### src/sv/voxel_ray_march_assert.svh
// assertion macros used by the voxel ray marcher controller
`ifndef VOXEL_RAY_MARCH_ASSERT_SVH
`define VOXEL_RAY_MARCH_ASSERT_SVH

// same-cycle implication
`define VRM_ASSERT_IMPL(lbl, clk, rst_n, pre, post, msg) \
    lbl: assert property (@(posedge clk) disable iff (!rst_n) (pre) |-> (post)) \
        else $error(msg);

// next-cycle implication
`define VRM_ASSERT_NEXT(lbl, clk, rst_n, pre, post, msg) \
    lbl: assert property (@(posedge clk) disable iff (!rst_n) (pre) |=> (post)) \
        else $error(msg);

`endif

### src/sv/vrm_pkg.sv
// types, constants and register map of the voxel ray marcher
`timescale 1ns / 1ps
package vrm_pkg;

    localparam int GRID_X_DEF    = 32;
    localparam int GRID_Y_DEF    = 32;
    localparam int GRID_Z_DEF    = 16;
    localparam int MAX_STEPS_DEF = 512;

    localparam int PW       = 20;
    localparam int NUM_W    = 25;
    localparam int DEN_W    = 17;
    localparam int CFG_IW   = 3;
    localparam int CFG_DW   = 16;

    localparam logic [7:0] RESET_CODE = 8'd32;

    localparam logic [9:0]  EPS_RST    = 10'd10;
    localparam logic [8:0]  BORDER_RST = 9'd51;
    localparam logic [15:0] CAP_RST    = 16'd2048;
    localparam logic [7:0]  EMPTY_RST  = 8'd32;
    localparam logic [7:0]  EDGE_RST   = 8'd45;

    localparam logic [CFG_IW-1:0] REG_STEP_EPS   = 3'd0;
    localparam logic [CFG_IW-1:0] REG_BORDER     = 3'd1;
    localparam logic [CFG_IW-1:0] REG_STEP_CAP   = 3'd2;
    localparam logic [CFG_IW-1:0] REG_EMPTY_CODE = 3'd3;
    localparam logic [CFG_IW-1:0] REG_EDGE_CODE  = 3'd4;

    typedef enum logic [1:0] {
        KIND_ESCAPE,
        KIND_FACE,
        KIND_EDGE,
        KIND_LIMIT
    } t_kind;

    typedef struct packed {
        logic       clr;
        logic       load;
        logic       wr;
        logic       rd;
        logic       t_init;
        logic       div_start;
        logic       t_upd;
        logic       s_calc;
        logic       mul;
        logic       add;
        logic       step_inc;
        logic       res_set;
        t_kind      res_kind;
        logic       fin;
        logic [1:0] axis;
    } t_cmd;

    typedef struct packed {
        logic       outside;
        logic       hit;
        logic       edge_hit;
        logic       clr_last;
        logic [2:0] used;
        logic       div_done;
        logic       last_step;
    } t_sts;

endpackage

### src/sv/vrm_ctrl.sv
// controller: clear sweep, cast sequencing and result handshake
`timescale 1ns / 1ps
`include "voxel_ray_march_assert.svh"
module vrm_ctrl (
    input  logic           i_clk,
    input  logic           i_rst_n,
    input  logic           i_s_valid,
    input  logic           i_action,
    output logic           o_s_ready,
    input  logic           i_m_ready,
    output logic           o_m_valid,
    output logic [1:0]     o_kind,
    output vrm_pkg::t_cmd  o_cmd,
    input  vrm_pkg::t_sts  i_sts
);
    import vrm_pkg::*;

    typedef enum logic [3:0] {
        S_CLEAR,
        S_IDLE,
        S_CHECK,
        S_LOOK,
        S_DIV,
        S_DIVW,
        S_SUM,
        S_MUL,
        S_ADD,
        S_DONE
    } t_state;

    t_state     r_state;
    logic [1:0] r_axis;
    t_kind      r_kind;
    t_kind      r_okind;
    logic       r_ovalid;
    logic       accept;
    logic       out_free;

    assign o_s_ready = r_state == S_IDLE;
    assign accept    = i_s_valid && o_s_ready;
    assign out_free  = !r_ovalid || i_m_ready;

    always_comb begin
        o_cmd          = '0;
        o_cmd.axis     = r_axis;
        o_cmd.res_kind = KIND_ESCAPE;
        unique case (r_state)
            S_CLEAR: o_cmd.clr = 1'b1;
            S_IDLE: begin
                o_cmd.load = accept;
                o_cmd.wr   = accept && !i_action;
            end
            S_CHECK: begin
                if (i_sts.outside) begin
                    o_cmd.res_set = 1'b1;
                end else begin
                    o_cmd.rd = 1'b1;
                end
            end
            S_LOOK: begin
                if (i_sts.hit) begin
                    o_cmd.res_set  = 1'b1;
                    o_cmd.res_kind = i_sts.edge_hit ? KIND_EDGE : KIND_FACE;
                end else begin
                    o_cmd.t_init = 1'b1;
                end
            end
            S_DIV:  o_cmd.div_start = i_sts.used[r_axis];
            S_DIVW: o_cmd.t_upd = i_sts.div_done;
            S_SUM:  o_cmd.s_calc = 1'b1;
            S_MUL:  o_cmd.mul = 1'b1;
            S_ADD: begin
                o_cmd.add = 1'b1;
                if (r_axis == 2'd2) begin
                    o_cmd.step_inc = 1'b1;
                    o_cmd.res_set  = i_sts.last_step;
                    o_cmd.res_kind = KIND_LIMIT;
                end
            end
            S_DONE: o_cmd.fin = out_free;
            default: ;
        endcase
    end

    always_ff @(posedge i_clk) begin
        if (!i_rst_n) begin
            r_state  <= S_CLEAR;
            r_axis   <= '0;
            r_kind   <= KIND_ESCAPE;
            r_okind  <= KIND_ESCAPE;
            r_ovalid <= 1'b0;
        end else begin
            if (r_ovalid && i_m_ready) begin
                r_ovalid <= 1'b0;
            end
            unique case (r_state)
                S_CLEAR: begin
                    if (i_sts.clr_last) begin
                        r_state <= S_IDLE;
                    end
                end
                S_IDLE: begin
                    if (accept && i_action) begin
                        r_state <= S_CHECK;
                    end
                end
                S_CHECK: begin
                    if (i_sts.outside) begin
                        r_kind  <= KIND_ESCAPE;
                        r_state <= S_DONE;
                    end else begin
                        r_state <= S_LOOK;
                    end
                end
                S_LOOK: begin
                    if (i_sts.hit) begin
                        r_kind  <= i_sts.edge_hit ? KIND_EDGE : KIND_FACE;
                        r_state <= S_DONE;
                    end else begin
                        r_axis  <= '0;
                        r_state <= S_DIV;
                    end
                end
                S_DIV: begin
                    if (i_sts.used[r_axis]) begin
                        r_state <= S_DIVW;
                    end else if (r_axis == 2'd2) begin
                        r_state <= S_SUM;
                    end else begin
                        r_axis <= r_axis + 1'b1;
                    end
                end
                S_DIVW: begin
                    if (i_sts.div_done) begin
                        if (r_axis == 2'd2) begin
                            r_state <= S_SUM;
                        end else begin
                            r_axis  <= r_axis + 1'b1;
                            r_state <= S_DIV;
                        end
                    end
                end
                S_SUM: begin
                    r_axis  <= '0;
                    r_state <= S_MUL;
                end
                S_MUL: r_state <= S_ADD;
                S_ADD: begin
                    if (r_axis == 2'd2) begin
                        r_axis <= '0;
                        if (i_sts.last_step) begin
                            r_kind  <= KIND_LIMIT;
                            r_state <= S_DONE;
                        end else begin
                            r_state <= S_CHECK;
                        end
                    end else begin
                        r_axis  <= r_axis + 1'b1;
                        r_state <= S_MUL;
                    end
                end
                S_DONE: begin
                    if (out_free) begin
                        r_ovalid <= 1'b1;
                        r_okind  <= r_kind;
                        r_state  <= S_IDLE;
                    end
                end
                default: r_state <= S_CLEAR;
            endcase
        end
    end

    assign o_m_valid = r_ovalid;
    assign o_kind    = r_okind;

    `VRM_ASSERT_IMPL(a_axis_range, i_clk, i_rst_n, 1'b1, r_axis != 2'd3, "axis index out of range")
    `VRM_ASSERT_NEXT(a_clear_once, i_clk, i_rst_n, r_state != S_CLEAR, r_state != S_CLEAR, "clear sweep re-entered")
    `VRM_ASSERT_NEXT(a_result_wait, i_clk, i_rst_n, r_state == S_DONE && r_ovalid && !i_m_ready, r_state == S_DONE && r_ovalid, "result overwrote a pending transfer")
    `VRM_ASSERT_IMPL(a_div_in_wait, i_clk, i_rst_n, i_sts.div_done, r_state == S_DIVW, "divider finished outside its wait state")
endmodule

### config.mk
export PLATFORM = sky130hd
export DESIGN_NAME = vrm_ctrl
export DESIGN_NICKNAME = d
export VERILOG_FILES = /design/src/sv/vrm_pkg.sv /design/src/sv/vrm_ctrl.sv
export VERILOG_INCLUDE_DIRS = /design/src /design/src/sv
export SDC_FILE = /design/constraint.sdc
export NUM_CORES = 1
export LEC_CHECK = 0
export BUFFER_PORTS_ARGS = -buffer_cell sky130_fd_sc_hd__buf_2
export CORE_ASPECT_RATIO = 0.9
export CORE_MARGIN = 4
export CORE_UTILIZATION = 40
export DETAILED_ROUTE_END_ITERATION = 7
export GPL_TIMING_DRIVEN = 0
export PLACE_DENSITY = 0.66
export SYNTH_ARGS = -nofsm -noshare
export SYNTH_HDL_FRONTEND = slang
export SYNTH_SLANG_ARGS = --single-unit
### constraint.sdc
create_clock -name i_clk -period 2.4 [get_ports i_clk]
set_input_delay 0.24 -clock i_clk [delete_from_list [all_inputs] [get_ports i_clk]]
set_output_delay 0.24 -clock i_clk [all_outputs]
set_load 0.05 [all_outputs]
# Word level (Yosys, flattened, before mapping)
# Index checks and enable logic that the tools add are counted.
word_totals:
  ff_bits: 11
  in_bits: 14
  output_inout_bits: 21
  word_cells: 88
classes:
  addsub: 1
  order_cmp: 1
  eq_ne: 21
  n_mux: 46
  n_reduce_logical: 14
ops:
  columns: ["op", "count"]
  rows:
  - ["$mux W4", 11]
  - ["$pmux W4 S10", 1]
  - ["$mux W2", 13]
  - ["$ne A2 B2 Y1 const B", 9]
  - ["$eq A4 B3 Y1 const B", 4]
  - ["$mux W1", 15]
  - ["$pmux W2 S5", 1]
  - ["$reduce_and A5 Y1", 2]
  - ["$eq A4 B2 Y1 const B", 2]
  - ["$eq A4 B4 Y1 const B", 2]
  - ["$pmux W2 S3", 1]
  - ["$reduce_bool A5 Y1", 1]
  - ["$eq A4 B1 Y1 const B", 1]
  - ["$logic_and A1 B1 Y1", 4]
  - ["$logic_not A4 Y1", 1]
  - ["$pmux W2 S2", 1]
  - ["$reduce_and A4 Y1", 1]
  - ["$lt A2 B3 Y1 const B", 1]
  - ["$mux W3", 1]
  - ["$ne A3 B3 Y1 const B", 1]
  - ["$pmux W1 S3", 1]
  - ["$reduce_bool A3 Y1", 1]
  - ["$add A2 B1 Y2 const B", 1]
  - ["$bmux W1 S2", 1]
  - ["other kinds (5)", 6]

# Longest topological paths before layout
logic_depth:
  word_depth: 5
  ltp_mapped: 7
  ltp_nobuf: 7

# Worst setup path after synthesis
# Ideal clock, no wire load.
synth_path:
  path_kind: "register to output"
  from: "reg r_axis[1]"
  to: "out o_cmd[3] (netlist bit)"
  t_arrival_ns: 2.612
  t_required_ns: 2.160
  slack_ns: -0.452
  stages_incl_launch_ff: 5
  path_buffers: 0
  cell_sequence: "dfxtp_1 > ha_1 > inv_1 > nor4_2 > o21bai_1"
synth_rtl:
  columns: ["item", "line_no", "source"]
  rows:
  - ["start, declared", "vrm_ctrl.sv:32", "logic [1:0] r_axis;"]
  - ["start signal, assigned", "vrm_ctrl.sv:130", "r_axis <= r_axis + 1'b1;"]
  - ["start signal, assigned", "vrm_ctrl.sv:138", "r_axis <= r_axis + 1'b1;"]
  - ["start signal, assigned", "vrm_ctrl.sv:158", "r_axis <= r_axis + 1'b1;"]
  - ["end, declared", "vrm_ctrl.sv:13", "output vrm_pkg::t_cmd o_cmd,"]

==> qor.json <==
{
  "power_per_cell_area_nw_per_um2": 775,
  "drt_first_pass_iters": 4,
  "hold_path_class": "in2reg",
  "floorplan.initialDensity_pct": 43.9,
  "first_pass_grt_wire_length_mm": 5.03,
  "clock_tree.htree_level_count": 1,
  "grt_pass1_vias": 1034,
  "max_slew_margin_pct": 71.1,
  "power.static_leakage_uw": 0.000583,
  "critPathLaunchType": "flop",
  "worst_setup_path_end_kind": "output pin",
  "final_core_utilization_pct": 55.1,
  "cts_max_path_buffers": 2,
  "clock_latency_on_the_worst_skew_pair_ns": 0.27,
  "synth_largest_type_area_fraction_pct": 22.2,
  "numCtsBuffers": 3,
  "ios": 35,
  "synth-edff-count": 0,
  "synth-seq-area-share_pct": 22.2,
  "cts.hold.buffers_added": 0,
  "core_region_area_um2": 2260,
  "timing.fmax_mhz": 465,
  "multi_input_comb_area_um2": 717,
  "top_signal_layer_used": "met4",
  "dpl.cell_count": 188,
  "yosysWarningCount": 0,
  "global_route.usage.total_pct": 19.1,
  "grt_start_max_net_pins": 11,
  "fillerInstances": 229,
  "arrival_ns": 1.91,
  "vdd_drop_max_uv": 521,
  "final-max-slew-violation-count": 0,
  "share_of_final_layout_standard_cells_stronger_than_drive_strength_1_pct": 33.3,
  "route.met2.wl_mm": 1.33,
  "worst_setup_hold_path_clk_slew_ns": 0.08,
  "postLayoutCellArea_um2": 1250,
  "postSynth.topFlopCell": "sky130_fd_sc_hd__dfxtp_1",
  "finalWeightedCongestion": 0.893,
  "grt_setup_unrepaired": "no",
  "die_width_um": 60.5,
  "postSynthAreaPerCell_um2": 7.82,
  "count_of_cell_types_in_the_netlist": 51,
  "wirelength_met1_mm": 1.27,
  "crit_required_ns": 2.16,
  "worstPathMaxFanout": 10,
  "cts.sinks": 11,
  "design.final.nets": 184,
  "tightest_slew_ns": 0.434,
  "floorplan.die.height_um": 55.3,
  "row_count": 16,
  "cts_tree": "built",
  "io_buffer_count": 34,
  "postPlaceCellArea_um2": 1220,
  "worst_clock_skew_ns": 0.000220,
  "status": "finished clean",
  "synth.most_common_cell": "sky130_fd_sc_hd__nand2_1",
  "floorplan.die_area_um2": 3350,
  "worst-r2r-cell-count": 7,
  "ys_ff_latch": 11,
  "detail_route.wirelength_mm": 2.89,
  "place.detailed.hpwl_mm": 2.29,
  "remaining_drcs": 0,
  "route.detailed.vias_per_inst": 5.70,
  "timing_hold_violations_final": 0,
  "overflow": 0,
  "antenna_violating_nets_left": 0,
  "grt_antenna_before_repair": 0,
  "final_cells": 192,
  "criticalPathCategory": "reg2out",
  "cts_resized": 0,
  "routed_vias": 1094,
  "drt-wirelength-per-cell_um": 15.1,
  "area.sequential_um2": 220,
  "final.min_clock_period_ns": 2.15,
  "ffs_w_async_s_r_synth_pct": 0,
  "number_of_cells_traversed_by_the_worst_hold_path": 3,
  "synthTopCellsByCount": "12 x sky130_fd_sc_hd__nand2_1, 11 x sky130_fd_sc_hd__dfxtp_1, 9 x sky130_fd_sc_hd__nor2b_1",
  "areaGrowthSynthToFinish_pct": 25.4,
  "final_period_utilization_pct": 89.7,
  "synthCells": 127,
  "antenna_cells_inserted": 0,
  "synthTopCellsByArea": "sky130_fd_sc_hd__dfxtp_1 22%, sky130_fd_sc_hd__nor2b_1 5.7%, sky130_fd_sc_hd__ha_1 5.0%, sky130_fd_sc_hd__nand2_1 4.5%, sky130_fd_sc_hd__mux2i_1 4.0%",
  "synth_fp_nets": 145,
  "post-cts-setup-buffer-count": 0,
  "drv.max_cap_violation_count": 0,
  "synthDominantAreaCellType": "sky130_fd_sc_hd__dfxtp_1",
  "first_iter_violations": 32,
  "routed-wl-met3_um": 280,
  "cts-root-buf": "sky130_fd_sc_hd__clkbuf_4",
  "setup_viol": 0,
  "summed_instance_area_of_the_synthesized_netlist_um2": 993
}
## layer usage
layer	track usage [%]	vias up
met1	28.2	497
met2	27.3	51
met5	0	-
met3	6.53	2
li1	-	544
met4	2.79	0
## through the flow
stage | setup TNS, ns | hold slack [ns] | worst slack [ns] | total power (µW)
after CTS | 0 | 0.215 | 0.255 | 965
after floorplan | -0.00353 | 0.385 | -0.00353 | 693
after global placement | 0 | 0.487 | 0.574 | 821
after global routing | 0 | 0.212 | 0.137 | 1040
after detailed placement | 0 | 0.489 | 0.548 | 830
final | 0 | 0.220 | 0.248 | 966
## where the power goes
group / leakage [µW] / internal (µW) / switching [µW]
Clock: 0.0000177 / 61.8 / 69.5
Sequential: 0.0000891 / 208 / 21.9
Combinational: 0.000476 / 187 / 418
Total: 0.000583 / 457 / 509
## cell families (layout without fill, tap and decap cells)
logic type                 count (synthesis)  in the layout  share of synthesized area, %
and+or+nand+nor                           58             58                          33.4
buffers and inverters                     15             53                          7.81
DFF                                       11             11                          22.2
adders and majority gates                  4              4                          5.04
muxes                                      5              5                          5.54
AOI/OAI and AO/OA                         34             34                          26.1
## path summary, 6_finish.rpt
check	endpoint	startpoint	slack [ns]
max	o_cmd[5]	r_state[0]	0.25
min	r_state[1]	i_rst_n	0.22
max reg2reg	r_axis[1]	r_axis[0]	0.52
min reg2reg	r_kind[0]	r_kind[0]	0.50
## critical path, cell delays in order, from the launching register on
cell and delay, ns:
sky130_fd_sc_hd__dfxtp_1 0.44, sky130_fd_sc_hd__buf_2 0.31, sky130_fd_sc_hd__mux2i_1 0.12, sky130_fd_sc_hd__nor3_1 0.36
sky130_fd_sc_hd__a21o_1 0.15, sky130_fd_sc_hd__buf_2 0.26
## cell type report
class	instances	share of cell area [%]
multi-input cells	101	57.5
flip-flops and latches	11	17.7
repair buffers	34	13.7
plain buffers	9	4.42
well taps	27	2.71
clock buffers	3	1.81
inverters	6	1.81
clock inverters	1	0.402
## placed cells by master (no fill, tap or decap), types with 2 or more instances in the layout
cell / n
sky130_fd_sc_hd__inv_2: 2
sky130_fd_sc_hd__o21bai_1: 2
sky130_fd_sc_hd__inv_1: 4
sky130_fd_sc_hd__nor2_1: 7
sky130_fd_sc_hd__a21oi_1: 5
sky130_fd_sc_hd__nor2b_1: 9
sky130_fd_sc_hd__nand2_1: 12
sky130_fd_sc_hd__nand2b_1: 4
sky130_fd_sc_hd__and2_1: 2
sky130_fd_sc_hd__buf_2: 38
sky130_fd_sc_hd__mux2i_1: 4
sky130_fd_sc_hd__or4_1: 3
sky130_fd_sc_hd__clkbuf_1: 2
sky130_fd_sc_hd__nand3b_1: 2
sky130_fd_sc_hd__o21ai_0: 4
sky130_fd_sc_hd__a21boi_1: 2
sky130_fd_sc_hd__clkbuf_4: 3
sky130_fd_sc_hd__nor3_1: 7
sky130_fd_sc_hd__a32oi_1: 2
sky130_fd_sc_hd__o211a_1: 2
sky130_fd_sc_hd__ha_1: 4
sky130_fd_sc_hd__dfxtp_1: 11
sky130_fd_sc_hd__nor4_2: 2
sky130_fd_sc_hd__a211oi_1: 2
## state kept, by name, summed over array words and instances (netlist names)
name,flops
o_kind,2
r_state,4
o_m_valid,1
r_axis,2
r_kind,2
Power figures use the tool's default switching activity.
